### src/hw/rtl/onew_pkg.sv
package onew_pkg;

  localparam int CFG_IDX_W  = 3;
  localparam int CFG_DATA_W = 10;

  typedef enum logic [3:0] {
    PH_IDLE     = 4'd0,
    PH_SETTLE_A = 4'd1,
    PH_RST_LOW  = 4'd2,
    PH_PWAIT    = 4'd3,
    PH_SETTLE_B = 4'd4,
    PH_WLOW     = 4'd5,
    PH_WREC     = 4'd6,
    PH_RLOW     = 4'd7,
    PH_RWAIT    = 4'd8,
    PH_RREC     = 4'd9
  } phase_t;

  localparam logic [2:0] OP_RESET      = 3'd0;
  localparam logic [2:0] OP_WRITE_BYTE = 3'd1;
  localparam logic [2:0] OP_READ_BYTE  = 3'd2;
  localparam logic [2:0] OP_WRITE_BIT  = 3'd3;
  localparam logic [2:0] OP_READ_BIT   = 3'd4;

  localparam logic [CFG_IDX_W-1:0] CFG_SETTLE        = 3'd0;
  localparam logic [CFG_IDX_W-1:0] CFG_RESET_LOW     = 3'd1;
  localparam logic [CFG_IDX_W-1:0] CFG_PRESENCE_WAIT = 3'd2;
  localparam logic [CFG_IDX_W-1:0] CFG_WRITE_ONE_LOW = 3'd3;
  localparam logic [CFG_IDX_W-1:0] CFG_WRITE_ZERO    = 3'd4;
  localparam logic [CFG_IDX_W-1:0] CFG_RECOVERY      = 3'd5;
  localparam logic [CFG_IDX_W-1:0] CFG_READ_LOW      = 3'd6;
  localparam logic [CFG_IDX_W-1:0] CFG_READ_SAMPLE   = 3'd7;

  localparam phase_t RST_SEQ [4] = '{PH_SETTLE_A, PH_RST_LOW, PH_PWAIT, PH_SETTLE_B};
  localparam phase_t WR_SEQ  [2] = '{PH_WLOW, PH_WREC};
  localparam phase_t RD_SEQ  [3] = '{PH_RLOW, PH_RWAIT, PH_RREC};

  typedef struct packed {
    logic [9:0] settle_us;
    logic [9:0] reset_low_us;
    logic [9:0] presence_wait_us;
    logic [9:0] write_one_low_us;
    logic [9:0] write_zero_low_us;
    logic [9:0] recovery_us;
    logic [9:0] read_low_us;
    logic [9:0] read_sample_us;
  } cfg_t;

  typedef struct packed {
    logic       start_req;
    logic [2:0] operation;
    logic [7:0] data;
    logic       line_sample;
  } item_t;

  typedef struct packed {
    logic       drive_low;
    logic       busy_res;
    logic       done_res;
    logic       presence;
    logic [7:0] read_data;
  } res_t;

endpackage

### src/hw/rtl/onew_in_if.sv
interface onew_in_if;
  logic       valid;
  logic       ready;
  logic       start_req;
  logic [2:0] operation;
  logic [7:0] data;
  logic       line_sample;

  modport source (output valid, start_req, operation, data, line_sample, input ready);
  modport sink   (input valid, start_req, operation, data, line_sample, output ready);
endinterface

### src/hw/rtl/onew_out_if.sv
interface onew_out_if;
  logic       valid;
  logic       ready;
  logic       drive_low;
  logic       busy_res;
  logic       done_res;
  logic       presence;
  logic [7:0] read_data;

  modport source (output valid, drive_low, busy_res, done_res, presence, read_data,
                  input ready);
  modport sink   (input valid, drive_low, busy_res, done_res, presence, read_data,
                  output ready);
endinterface

### src/hw/rtl/onew_cfg.sv
module onew_cfg (
  input  logic                           clk,
  input  logic                           rst_n,
  input  logic                           we,
  input  logic [onew_pkg::CFG_IDX_W-1:0]  idx,
  input  logic [onew_pkg::CFG_DATA_W-1:0] wdata,
  output onew_pkg::cfg_t                 cfg
);
  import onew_pkg::*;

  cfg_t cfg_r;
  cfg_t cfg_nxt;

  always_comb begin
    cfg_nxt = cfg_r;
    if (we) begin
      case (idx)
        CFG_SETTLE:        cfg_nxt.settle_us         = wdata;
        CFG_RESET_LOW:     cfg_nxt.reset_low_us      = wdata;
        CFG_PRESENCE_WAIT: cfg_nxt.presence_wait_us  = wdata;
        CFG_WRITE_ONE_LOW: cfg_nxt.write_one_low_us  = wdata;
        CFG_WRITE_ZERO:    cfg_nxt.write_zero_low_us = wdata;
        CFG_RECOVERY:      cfg_nxt.recovery_us       = wdata;
        CFG_READ_LOW:      cfg_nxt.read_low_us       = wdata;
        CFG_READ_SAMPLE:   cfg_nxt.read_sample_us    = wdata;
        default:           cfg_nxt = cfg_r;
      endcase
    end
  end

  always_ff @(posedge clk) begin
    if (!rst_n) begin
      cfg_r.settle_us         <= 10'd10;
      cfg_r.reset_low_us      <= 10'd500;
      cfg_r.presence_wait_us  <= 10'd20;
      cfg_r.write_one_low_us  <= 10'd10;
      cfg_r.write_zero_low_us <= 10'd80;
      cfg_r.recovery_us       <= 10'd10;
      cfg_r.read_low_us       <= 10'd2;
      cfg_r.read_sample_us    <= 10'd10;
    end else begin
      cfg_r <= cfg_nxt;
    end
  end

  assign cfg = cfg_r;

endmodule

### src/hw/rtl/onew_engine.sv
module onew_engine #(
  parameter int COUNT_WIDTH = 10
) (
  input  logic            clk,
  input  logic            rst_n,
  input  logic            step,
  input  onew_pkg::item_t item,
  input  onew_pkg::cfg_t  cfg,
  output onew_pkg::res_t  res
);
  import onew_pkg::*;

  function automatic logic [COUNT_WIDTH-1:0] len_of(phase_t q, logic b0, cfg_t c);
    logic [COUNT_WIDTH-1:0] v;
    case (q)
      PH_SETTLE_A, PH_SETTLE_B: v = COUNT_WIDTH'(c.settle_us);
      PH_RST_LOW:               v = COUNT_WIDTH'(c.reset_low_us);
      PH_PWAIT:                 v = COUNT_WIDTH'(c.presence_wait_us);
      PH_WLOW:                  v = b0 ? COUNT_WIDTH'(c.write_one_low_us)
                                       : COUNT_WIDTH'(c.write_zero_low_us);
      PH_WREC, PH_RREC:         v = COUNT_WIDTH'(c.recovery_us);
      PH_RLOW:                  v = COUNT_WIDTH'(c.read_low_us);
      default:                  v = COUNT_WIDTH'(c.read_sample_us);
    endcase
    return v;
  endfunction

  function automatic logic is_low_phase(phase_t q);
    return (q == PH_RST_LOW) || (q == PH_WLOW) || (q == PH_RLOW);
  endfunction

  phase_t                 phase_r, phase_nxt;
  logic [COUNT_WIDTH-1:0] tick_count_r, tick_count_nxt;
  logic [3:0]             bit_index_r, bit_index_nxt;
  logic [7:0]             shift_reg_r, shift_reg_nxt;
  logic [2:0]             current_op_r, current_op_nxt;
  logic                   presence_r, presence_nxt;
  logic [7:0]             last_read_r, last_read_nxt;

  logic                   drv;
  logic                   done;
  logic                   go;
  logic                   stopq;
  logic                   found;
  logic [COUNT_WIDTH-1:0] lenq;
  logic [3:0]             nbits;
  logic [3:0]             b1;
  logic [3:0]             rem;
  logic [2:0]             k_sel;
  logic [7:0]             s1;
  logic [7:0]             fill;

  always_comb begin
    phase_nxt      = phase_r;
    tick_count_nxt = tick_count_r;
    bit_index_nxt  = bit_index_r;
    shift_reg_nxt  = shift_reg_r;
    current_op_nxt = current_op_r;
    presence_nxt   = presence_r;
    last_read_nxt  = last_read_r;
    drv   = 1'b0;
    done  = 1'b0;
    go    = 1'b0;
    stopq = 1'b0;
    found = 1'b0;
    lenq  = '0;
    b1    = '0;
    rem   = '0;
    k_sel = '0;
    s1    = '0;
    fill  = '0;

    if (phase_r == PH_IDLE && item.start_req && item.operation <= OP_READ_BIT) begin
      current_op_nxt = item.operation;
      shift_reg_nxt  = item.data;
      bit_index_nxt  = '0;
      tick_count_nxt = '0;
      case (item.operation)
        OP_RESET:                   phase_nxt = PH_SETTLE_A;
        OP_WRITE_BYTE, OP_WRITE_BIT: phase_nxt = PH_WLOW;
        default:                    phase_nxt = PH_RLOW;
      endcase
    end

    nbits = (current_op_nxt == OP_WRITE_BYTE || current_op_nxt == OP_READ_BYTE) ? 4'd8 : 4'd1;

    case (phase_nxt)
      PH_SETTLE_A, PH_RST_LOW, PH_PWAIT, PH_SETTLE_B: begin
        go = 1'b1;
        for (int i = 0; i < 4; i++) begin
          if (go && RST_SEQ[i] >= phase_nxt) begin
            lenq  = len_of(RST_SEQ[i], 1'b0, cfg);
            stopq = (RST_SEQ[i] == phase_nxt) ? (tick_count_nxt < lenq) : (lenq != '0);
            if (stopq) begin
              tick_count_nxt = ((RST_SEQ[i] == phase_nxt) ? tick_count_nxt : '0) + 1'b1;
              drv       = is_low_phase(RST_SEQ[i]);
              phase_nxt = RST_SEQ[i];
              go        = 1'b0;
            end else if (RST_SEQ[i] == PH_PWAIT) begin
              presence_nxt = ~item.line_sample;
            end
          end
        end
        if (go) begin
          phase_nxt      = PH_IDLE;
          tick_count_nxt = '0;
          done           = 1'b1;
        end
      end

      PH_WLOW, PH_WREC: begin
        go = 1'b1;
        for (int i = 0; i < 2; i++) begin
          if (go && WR_SEQ[i] >= phase_nxt) begin
            lenq  = len_of(WR_SEQ[i], shift_reg_nxt[0], cfg);
            stopq = (WR_SEQ[i] == phase_nxt) ? (tick_count_nxt < lenq) : (lenq != '0);
            if (stopq) begin
              tick_count_nxt = ((WR_SEQ[i] == phase_nxt) ? tick_count_nxt : '0) + 1'b1;
              drv       = is_low_phase(WR_SEQ[i]);
              phase_nxt = WR_SEQ[i];
              go        = 1'b0;
            end
          end
        end
        if (go) begin
          b1 = bit_index_nxt + 4'd1;
          s1 = shift_reg_nxt >> 1;
          if (b1 >= nbits) begin
            bit_index_nxt  = b1;
            shift_reg_nxt  = s1;
            phase_nxt      = PH_IDLE;
            tick_count_nxt = '0;
            done           = 1'b1;
          end else begin
            rem = nbits - b1;
            // Slots whose low time and recovery are both zero pass within this tick.
            for (int k = 0; k < 8; k++) begin
              if (!found && 4'(k) < rem &&
                  (len_of(PH_WREC, 1'b0, cfg) != '0 || len_of(PH_WLOW, s1[k], cfg) != '0)) begin
                found = 1'b1;
                k_sel = 3'(k);
              end
            end
            if (found) begin
              bit_index_nxt  = b1 + {1'b0, k_sel};
              shift_reg_nxt  = s1 >> k_sel;
              tick_count_nxt = COUNT_WIDTH'(1);
              if (len_of(PH_WLOW, shift_reg_nxt[0], cfg) != '0) begin
                phase_nxt = PH_WLOW;
                drv       = 1'b1;
              end else begin
                phase_nxt = PH_WREC;
              end
            end else begin
              bit_index_nxt  = nbits;
              shift_reg_nxt  = s1 >> rem;
              phase_nxt      = PH_IDLE;
              tick_count_nxt = '0;
              done           = 1'b1;
            end
          end
        end
      end

      PH_RLOW, PH_RWAIT, PH_RREC: begin
        go = 1'b1;
        for (int i = 0; i < 3; i++) begin
          if (go && RD_SEQ[i] >= phase_nxt) begin
            lenq  = len_of(RD_SEQ[i], 1'b0, cfg);
            stopq = (RD_SEQ[i] == phase_nxt) ? (tick_count_nxt < lenq) : (lenq != '0);
            if (stopq) begin
              tick_count_nxt = ((RD_SEQ[i] == phase_nxt) ? tick_count_nxt : '0) + 1'b1;
              drv       = is_low_phase(RD_SEQ[i]);
              phase_nxt = RD_SEQ[i];
              go        = 1'b0;
            end else if (RD_SEQ[i] == PH_RWAIT) begin
              shift_reg_nxt = {item.line_sample, shift_reg_nxt[7:1]};
            end
          end
        end
        if (go) begin
          b1 = bit_index_nxt + 4'd1;
          if (b1 >= nbits) begin
            bit_index_nxt  = b1;
            last_read_nxt  = (current_op_nxt == OP_READ_BIT) ? {7'd0, shift_reg_nxt[7]}
                                                             : shift_reg_nxt;
            phase_nxt      = PH_IDLE;
            tick_count_nxt = '0;
            done           = 1'b1;
          end else if (len_of(PH_RLOW, 1'b0, cfg) != '0 ||
                       len_of(PH_RWAIT, 1'b0, cfg) != '0 ||
                       len_of(PH_RREC, 1'b0, cfg) != '0) begin
            bit_index_nxt  = b1;
            tick_count_nxt = COUNT_WIDTH'(1);
            if (len_of(PH_RLOW, 1'b0, cfg) != '0) begin
              phase_nxt = PH_RLOW;
              drv       = 1'b1;
            end else if (len_of(PH_RWAIT, 1'b0, cfg) != '0) begin
              phase_nxt = PH_RWAIT;
            end else begin
              shift_reg_nxt = {item.line_sample, shift_reg_nxt[7:1]};
              phase_nxt     = PH_RREC;
            end
          end else begin
            // An all-zero read slot repeats for every remaining bit on the same line level.
            rem            = nbits - b1;
            fill           = item.line_sample ? ~(8'hFF >> rem) : 8'h00;
            shift_reg_nxt  = (shift_reg_nxt >> rem) | fill;
            last_read_nxt  = shift_reg_nxt;
            bit_index_nxt  = nbits;
            phase_nxt      = PH_IDLE;
            tick_count_nxt = '0;
            done           = 1'b1;
          end
        end
      end

      default: begin
        drv = 1'b0;
      end
    endcase
  end

  always_ff @(posedge clk) begin
    if (!rst_n) begin
      phase_r      <= PH_IDLE;
      tick_count_r <= '0;
      bit_index_r  <= '0;
      shift_reg_r  <= '0;
      current_op_r <= '0;
      presence_r   <= 1'b0;
      last_read_r  <= '0;
    end else if (step) begin
      phase_r      <= phase_nxt;
      tick_count_r <= tick_count_nxt;
      bit_index_r  <= bit_index_nxt;
      shift_reg_r  <= shift_reg_nxt;
      current_op_r <= current_op_nxt;
      presence_r   <= presence_nxt;
      last_read_r  <= last_read_nxt;
    end
  end

  assign res.drive_low = drv;
  assign res.busy_res  = (phase_nxt != PH_IDLE);
  assign res.done_res  = done;
  assign res.presence  = presence_nxt;
  assign res.read_data = last_read_nxt;

  a_done_not_busy: assert property (@(posedge clk) disable iff (!rst_n)
    step && res.done_res |-> !res.busy_res)
    else $error("done reported while a command still runs");

  a_idle_released: assert property (@(posedge clk) disable iff (!rst_n)
    step && !res.busy_res |-> !res.drive_low)
    else $error("bus driven low while idle");

  a_idle_count_clear: assert property (@(posedge clk) disable iff (!rst_n)
    phase_r == PH_IDLE |-> tick_count_r == '0)
    else $error("tick counter left nonzero in idle");

  a_bit_index_range: assert property (@(posedge clk) disable iff (!rst_n)
    step |=> bit_index_r <= 4'd8)
    else $error("bit index ran past a byte");

endmodule

### src/hw/rtl/one_wire_bus_master.sv
// An input beat is held in the input register; the phase state updates and the result
// register loads as the beat leaves, which waits until any held result is taken.
// Throughput: one tick beat per cycle unless the output stalls; the input and result
// registers form a two-stage pipeline.
// Reset: synchronous active-low rst_n idles the engine, clears the valid flags and
// engine state and loads the default slot timings into the configuration registers.
module one_wire_bus_master #(
  parameter int COUNT_WIDTH = 10
) (
  input  logic                           clk,
  input  logic                           rst_n,
  input  logic                           cfg_we,
  input  logic [onew_pkg::CFG_IDX_W-1:0]  cfg_idx,
  input  logic [onew_pkg::CFG_DATA_W-1:0] cfg_wdata,
  onew_in_if.sink                        in_bus,
  onew_out_if.source                     out_bus
);
  import onew_pkg::*;

  cfg_t  cfg;
  res_t  res;

  logic  s1_valid_r, s1_valid_nxt;
  item_t s1_item_r;
  logic  out_valid_r, out_valid_nxt;
  res_t  out_res_r;
  logic  adv;
  logic  in_fire;

  assign adv     = s1_valid_r && (!out_valid_r || out_bus.ready);
  assign in_fire = in_bus.valid && in_bus.ready;
  assign in_bus.ready = !s1_valid_r || adv;

  always_comb begin
    s1_valid_nxt = s1_valid_r;
    if (in_fire) begin
      s1_valid_nxt = 1'b1;
    end else if (adv) begin
      s1_valid_nxt = 1'b0;
    end
    out_valid_nxt = out_valid_r;
    if (adv) begin
      out_valid_nxt = 1'b1;
    end else if (out_bus.ready) begin
      out_valid_nxt = 1'b0;
    end
  end

  always_ff @(posedge clk) begin
    if (!rst_n) begin
      s1_valid_r  <= 1'b0;
      out_valid_r <= 1'b0;
    end else begin
      s1_valid_r  <= s1_valid_nxt;
      out_valid_r <= out_valid_nxt;
    end
  end

  always_ff @(posedge clk) begin
    if (in_fire) begin
      s1_item_r <= {in_bus.start_req, in_bus.operation, in_bus.data, in_bus.line_sample};
    end
    if (adv) begin
      out_res_r <= res;
    end
  end

  onew_cfg u_cfg (
    .clk   (clk),
    .rst_n (rst_n),
    .we    (cfg_we),
    .idx   (cfg_idx),
    .wdata (cfg_wdata),
    .cfg   (cfg)
  );

  onew_engine #(
    .COUNT_WIDTH (COUNT_WIDTH)
  ) u_engine (
    .clk   (clk),
    .rst_n (rst_n),
    .step  (adv),
    .item  (s1_item_r),
    .cfg   (cfg),
    .res   (res)
  );

  assign out_bus.valid     = out_valid_r;
  assign out_bus.drive_low = out_res_r.drive_low;
  assign out_bus.busy_res  = out_res_r.busy_res;
  assign out_bus.done_res  = out_res_r.done_res;
  assign out_bus.presence  = out_res_r.presence;
  assign out_bus.read_data = out_res_r.read_data;

endmodule
### src/flat_wrapper.sv
// flat-port wrapper written by rule: the top's interface ports become plain ports
module one_wire_bus_master_flat import onew_pkg::*;
#(
  parameter int COUNT_WIDTH = 10
)
  (clk, rst_n, cfg_we, cfg_idx, cfg_wdata, in_bus_valid, in_bus_start_req, in_bus_operation, in_bus_data, in_bus_line_sample, in_bus_ready, out_bus_valid, out_bus_drive_low, out_bus_busy_res, out_bus_done_res, out_bus_presence, out_bus_read_data, out_bus_ready);
  onew_in_if in_bus_i ();
  onew_out_if out_bus_i ();
  input  logic clk;
  input  logic rst_n;
  input  logic cfg_we;
  input  logic [onew_pkg::CFG_IDX_W-1:0] cfg_idx;
  input  logic [onew_pkg::CFG_DATA_W-1:0] cfg_wdata;
  input wire logic [$bits(in_bus_i.valid)-1:0] in_bus_valid;
  input wire logic [$bits(in_bus_i.start_req)-1:0] in_bus_start_req;
  input wire logic [$bits(in_bus_i.operation)-1:0] in_bus_operation;
  input wire logic [$bits(in_bus_i.data)-1:0] in_bus_data;
  input wire logic [$bits(in_bus_i.line_sample)-1:0] in_bus_line_sample;
  output wire logic [$bits(in_bus_i.ready)-1:0] in_bus_ready;
  output wire logic [$bits(out_bus_i.valid)-1:0] out_bus_valid;
  output wire logic [$bits(out_bus_i.drive_low)-1:0] out_bus_drive_low;
  output wire logic [$bits(out_bus_i.busy_res)-1:0] out_bus_busy_res;
  output wire logic [$bits(out_bus_i.done_res)-1:0] out_bus_done_res;
  output wire logic [$bits(out_bus_i.presence)-1:0] out_bus_presence;
  output wire logic [$bits(out_bus_i.read_data)-1:0] out_bus_read_data;
  input wire logic [$bits(out_bus_i.ready)-1:0] out_bus_ready;
  assign in_bus_i.valid = in_bus_valid;
  assign in_bus_i.start_req = in_bus_start_req;
  assign in_bus_i.operation = in_bus_operation;
  assign in_bus_i.data = in_bus_data;
  assign in_bus_i.line_sample = in_bus_line_sample;
  assign in_bus_ready = in_bus_i.ready;
  assign out_bus_valid = out_bus_i.valid;
  assign out_bus_drive_low = out_bus_i.drive_low;
  assign out_bus_busy_res = out_bus_i.busy_res;
  assign out_bus_done_res = out_bus_i.done_res;
  assign out_bus_presence = out_bus_i.presence;
  assign out_bus_read_data = out_bus_i.read_data;
  assign out_bus_i.ready = out_bus_ready;
  one_wire_bus_master #(.COUNT_WIDTH(COUNT_WIDTH)) u_core (.clk(clk), .rst_n(rst_n), .cfg_we(cfg_we), .cfg_idx(cfg_idx), .cfg_wdata(cfg_wdata), .in_bus(in_bus_i), .out_bus(out_bus_i));
endmodule
### config.mk
export PLATFORM = sky130hd
export DESIGN_NAME = one_wire_bus_master_flat
export DESIGN_NICKNAME = d
export VERILOG_FILES = /design/src/hw/rtl/onew_pkg.sv /design/src/hw/rtl/onew_in_if.sv /design/src/hw/rtl/onew_out_if.sv /design/src/hw/rtl/onew_cfg.sv /design/src/hw/rtl/onew_engine.sv /design/src/hw/rtl/one_wire_bus_master.sv /design/src/flat_wrapper.sv
export SDC_FILE = /design/constraint.sdc
export NUM_CORES = 1
export LEC_CHECK = 0
export BUFFER_PORTS_ARGS = -buffer_cell sky130_fd_sc_hd__buf_2
export CAP_MARGIN = 20
export CORE_MARGIN = 2
export CORE_UTILIZATION = 40
export DETAILED_ROUTE_END_ITERATION = 12
export MAX_ROUTING_LAYER = met4
export SLEW_MARGIN = 20
export SYNTH_ARGS = -nofsm -noshare
export SYNTH_HDL_FRONTEND = slang
export SYNTH_HIERARCHICAL = 1
export SYNTH_SLANG_ARGS = --single-unit
### constraint.sdc
create_clock -name clk -period 13.3 [get_ports clk]
set_input_delay 1.33 -clock clk [delete_from_list [all_inputs] [get_ports clk]]
set_output_delay 1.33 -clock clk [all_outputs]
set_load 0.01 [all_outputs]
==> reports/qor.csv <==
stage,metric,value,unit
clock_tree,cts.sinks,145,
global_route,antenna_found_initial,1,
detailed_routing,via_count,15200,
setup_path,slowest_stage,a2111oi_0,
sta,setup_viol,0,
sta,period_needed,12050,ps
synth,yosysTopAreaCell,dfxtp_1,
setup_path,regToRegStartpoint,u_core/s1_item_r[10]$_DFFE_PP_,
setup_path,cp_max_fo,22,
synth,synthTopCellsByArea,"dfxtp_1, mux2i_1, ha_1",
sta,relSlewSlack,24.2,%
synth,yosys_warnings,6,
detailed_routing,drc,0,
clock_tree,ctsHoldBuffers,0,
setup_path,crit_type,reg2reg,
floorplan,rows,69,
detailed_routing,wl_met2,24.5,mm
floorplan,die_x,194,um
setup_path,crit_top_cell,a21o_1,
clock_tree,cts_setup_buffers,0,
placed_design,post-place-ws,1660,ps
run,drv_cap,0,
cells_and_area,fin_util,43.7,%
run_status,outcome,completed,
detailed_routing,viasPerCell,6.45,
clock_tree,cts-root-buf,clkbuf_16,
worst_hold_path,hp-class,reg2reg,
worst_hold_path,min_from,u_core/u_cfg/cfg[56]$_SDFFE_PN0P_,
clock_tree,clk_latency,450,ps
global_route,grt_pass1_wl,86.3,mm
clock_tree,clkSlewWorstSetupHoldPaths,60,ps
synth,syn_area,14400,sq um
sta,finalCritPeriodShare,90.6,%
sta,fin_ws,1250,ps
clock_tree,cts_buffers,17,
sta,fmax,0.0830,GHz
global_route,grt_overflow,0,
setup_path,crit_start,u_core/s1_item_r[10]$_DFFE_PP_,
clock_tree,clockBufferDepth,2,
synth,synth_fp_nets,2017,
floorplan,start_util,40.6,%
sta,finalMaxSlewViolations,0,
detailed_routing,wl_met3,5.01,mm
clock_tree,cts_tree,yes,
clock_tree,cts-resized-gates,0,
floorplan,core_region_area,35500,sq um
synth,ys.flop_type,dfxtp_1,
pwr,leakagePower,6.52,nW
setup_path,start_kind,register,
floorplan,dieHeight,194,um
sta,fin_skew,13.9,ps
pwr,combPwrFrac,39.5,%
pwr,fin_total_pwr,1.58,mW
detailed_routing,avgRoutedWirePerCell,24.0,um
cells_and_area,area_growth,7.49,%
detailed_routing,dr.pass1.iters,6,
pwr,switching_share,41.5,%
detailed_routing,detail-route-antenna-nets,0,
pwr,power_per_cell_area,102,nW/um^2
synth,async_flop_share,0,%
synth,synth_edf_count,25,
setup_path,r2r_slack,1250,ps
global_route,grt_pass1_vias,14100,
detailed_routing,top_layer,met4,
sta,tightest_slew,1120,ps
synth,synth_top_area_share,16.7,%
detailed_routing,drt-met1-wl,24.6,mm
synth,postSynthAreaPerCell,7.61,sq um
placed_design,hpwl,43.7,mm
synth,synth.distinct_cells,118,
placed_design,portBuffers,44,
setup_path,critPathMaxStageDelay,550,ps
setup_path,arrival,12390,ps
pwr,seq_power_share,30.8,%
floorplan,dieArea,37600,sq um
detailed_routing,wl,56.4,mm
pwr,clkPwrFrac,29.6,%
clock_tree,h-tree-depth,4,
detailed_routing,initialDrtViolationCount,1831,
setup_path,critPathRequiredTime,13640,ps
synth,synthCells,1894,
pwr,p_int,0.926,mW
setup_path,critPathCaptureType,register,
synth,synth-seq-cells,145,
cells_and_area,nNetsFinal,2000,
pwr,p_sw,0.658,mW
sta,finalHoldViolations,0,
floorplan,io_pins,45,
synth,synth.yosys.seq_area_share,21.9,%
global_route,grt_usage,30.3,%
global_route,grt_max_degree,69,
sta,rsz0062_at_grt,false,
placed_design,gp_congestion,1.01,
cells_and_area,layout-drive-gt1-share,9.89,%
sta,tns,0,ps
pwr,vdd_drop_max,99.4,uV
layout by cell type, fill, tap and decap left out, types with 19 or more instances in the layout:
| cell type | count |
|---|---|
| nand4_1 | 45 |
| and2_1 | 22 |
| a21o_1 | 32 |
| ha_1 | 91 |
| a211oi_1 | 26 |
| o21ai_0 | 87 |
| clkbuf_16 | 19 |
| edfxtp_1 | 25 |
| nor2_1 | 169 |
| nor2b_1 | 34 |
| buf_4 | 26 |
| inv_1 | 97 |
| mux2i_1 | 125 |
| o31ai_1 | 19 |
| a21oi_1 | 131 |
| nand2_1 | 249 |
| o211ai_1 | 26 |
| dfxtp_1 | 120 |
| nor3_1 | 35 |
| nor4_1 | 22 |
| buf_2 | 43 |
| a31oi_1 | 29 |
| nand3_1 | 47 |
power by group through the flow:
stage | clock (mW) | sequential (mW) | combinational (mW)
finish | 0.470 | 0.488 | 0.627
global route | 0.497 | 0.490 | 0.673
CTS | 0.478 | 0.487 | 0.607
detailed placement | 0 | 0.497 | 0.604
global placement | 0 | 0.496 | 0.605
floorplan | 0 | 0.484 | 0.438
Yosys cell counts, types with 25 or more instances:
cell and instances:
a211oi_1 26, a21o_1 32, a21oi_1 132, a31oi_1 29, clkbuf_1 67, dfxtp_1 120
edfxtp_1 25, ha_1 91, inv_1 97, mux2i_1 125, nand2_1 249, nand3_1 47
nand4_1 45, nor2_1 169, nor2b_1 35, nor3_1 36, o211ai_1 26, o21ai_0 87
path summary, 6_finish.rpt:
check                                                      end  cells after the start
setup / recovery  u_core/u_engine/tick_count_r[2]$_SDFFE_PN0P_                     44
hold / removal               u_core/u_cfg/cfg[56]$_SDFFE_PN0P_                      2
setup reg to reg  u_core/u_engine/tick_count_r[2]$_SDFFE_PN0P_                     44
hold reg to reg              u_core/u_cfg/cfg[56]$_SDFFE_PN0P_                      2
cells by family after synthesis:
group                      count (synthesis)  synth area share (%)
adders and majority gates                 92                  8.04
DFF                                      145                  21.9
and+or+nand+nor                          732                  25.1
xor gates and xnor gates                  22                  1.55
muxes                                    147                  10.8
buffers and inverters                    211                  6.26
AOI/OAI and AO/OA                        545                  26.3
per-layer routing:
metal | up-vias | GRT usage, %
met5 | - | -
met2 | 746 | 45.7
met4 | 0 | 11.6
li1 | 7013 | -
met3 | 125 | 5.67
met1 | 7289 | 40.1
through the flow:
step	instances	hold slack, ps	instance area, sq um
6_report	2352	459	15500
5_1_grt	2352	477	15500
4_1_cts	2351	458	15500
3_5_place_dp	2319	449	14900
3_3_place_gp	2319	448	14900
2_1_floorplan	1894	435	14400
worst max-delay path: cells and delay by family, from the launching register on:
family | cells | cell delay [ps]
compound gates | 22 | 5860
simple gates | 12 | 2870
fa+ha+maj | 4 | 1170
buf+inv | 4 | 970
flops | 1 | 540
mux | 1 | 310
xor+xnor | 1 | 210
final cells by class:
| type | count | area (sq um) |
|---|---|---|
| antenna | 1 | 2.50 |
| clock buffer | 23 | 500 |
| clock inverter | 9 | 68.8 |
| fill | 3643 | 20000 |
| inverter | 106 | 399 |
| multi-input combinational | 1538 | 10400 |
| sequential | 145 | 3150 |
| tap | 461 | 577 |
| timing repair buffer | 69 | 410 |
sequential cells by signal (all words and copies together) (netlist names):
register	cells
u_core/out_bus.busy_res	1
u_core/out_bus.done_res	1
u_core/out_bus.drive_low	1
u_core/out_bus.presence	1
u_core/out_bus.read_data	8
u_core/out_bus.valid	1
u_core/s1_item_r	13
u_core/s1_valid_r	1
u_core/u_cfg/cfg	80
u_core/u_engine/bit_index_r	4
u_core/u_engine/current_op_r	3
u_core/u_engine/last_read_r	8
u_core/u_engine/phase_r	4
u_core/u_engine/presence_r	1
u_core/u_engine/shift_reg_r	8
u_core/u_engine/tick_count_r	10
(Power assumes the default switching activity.)
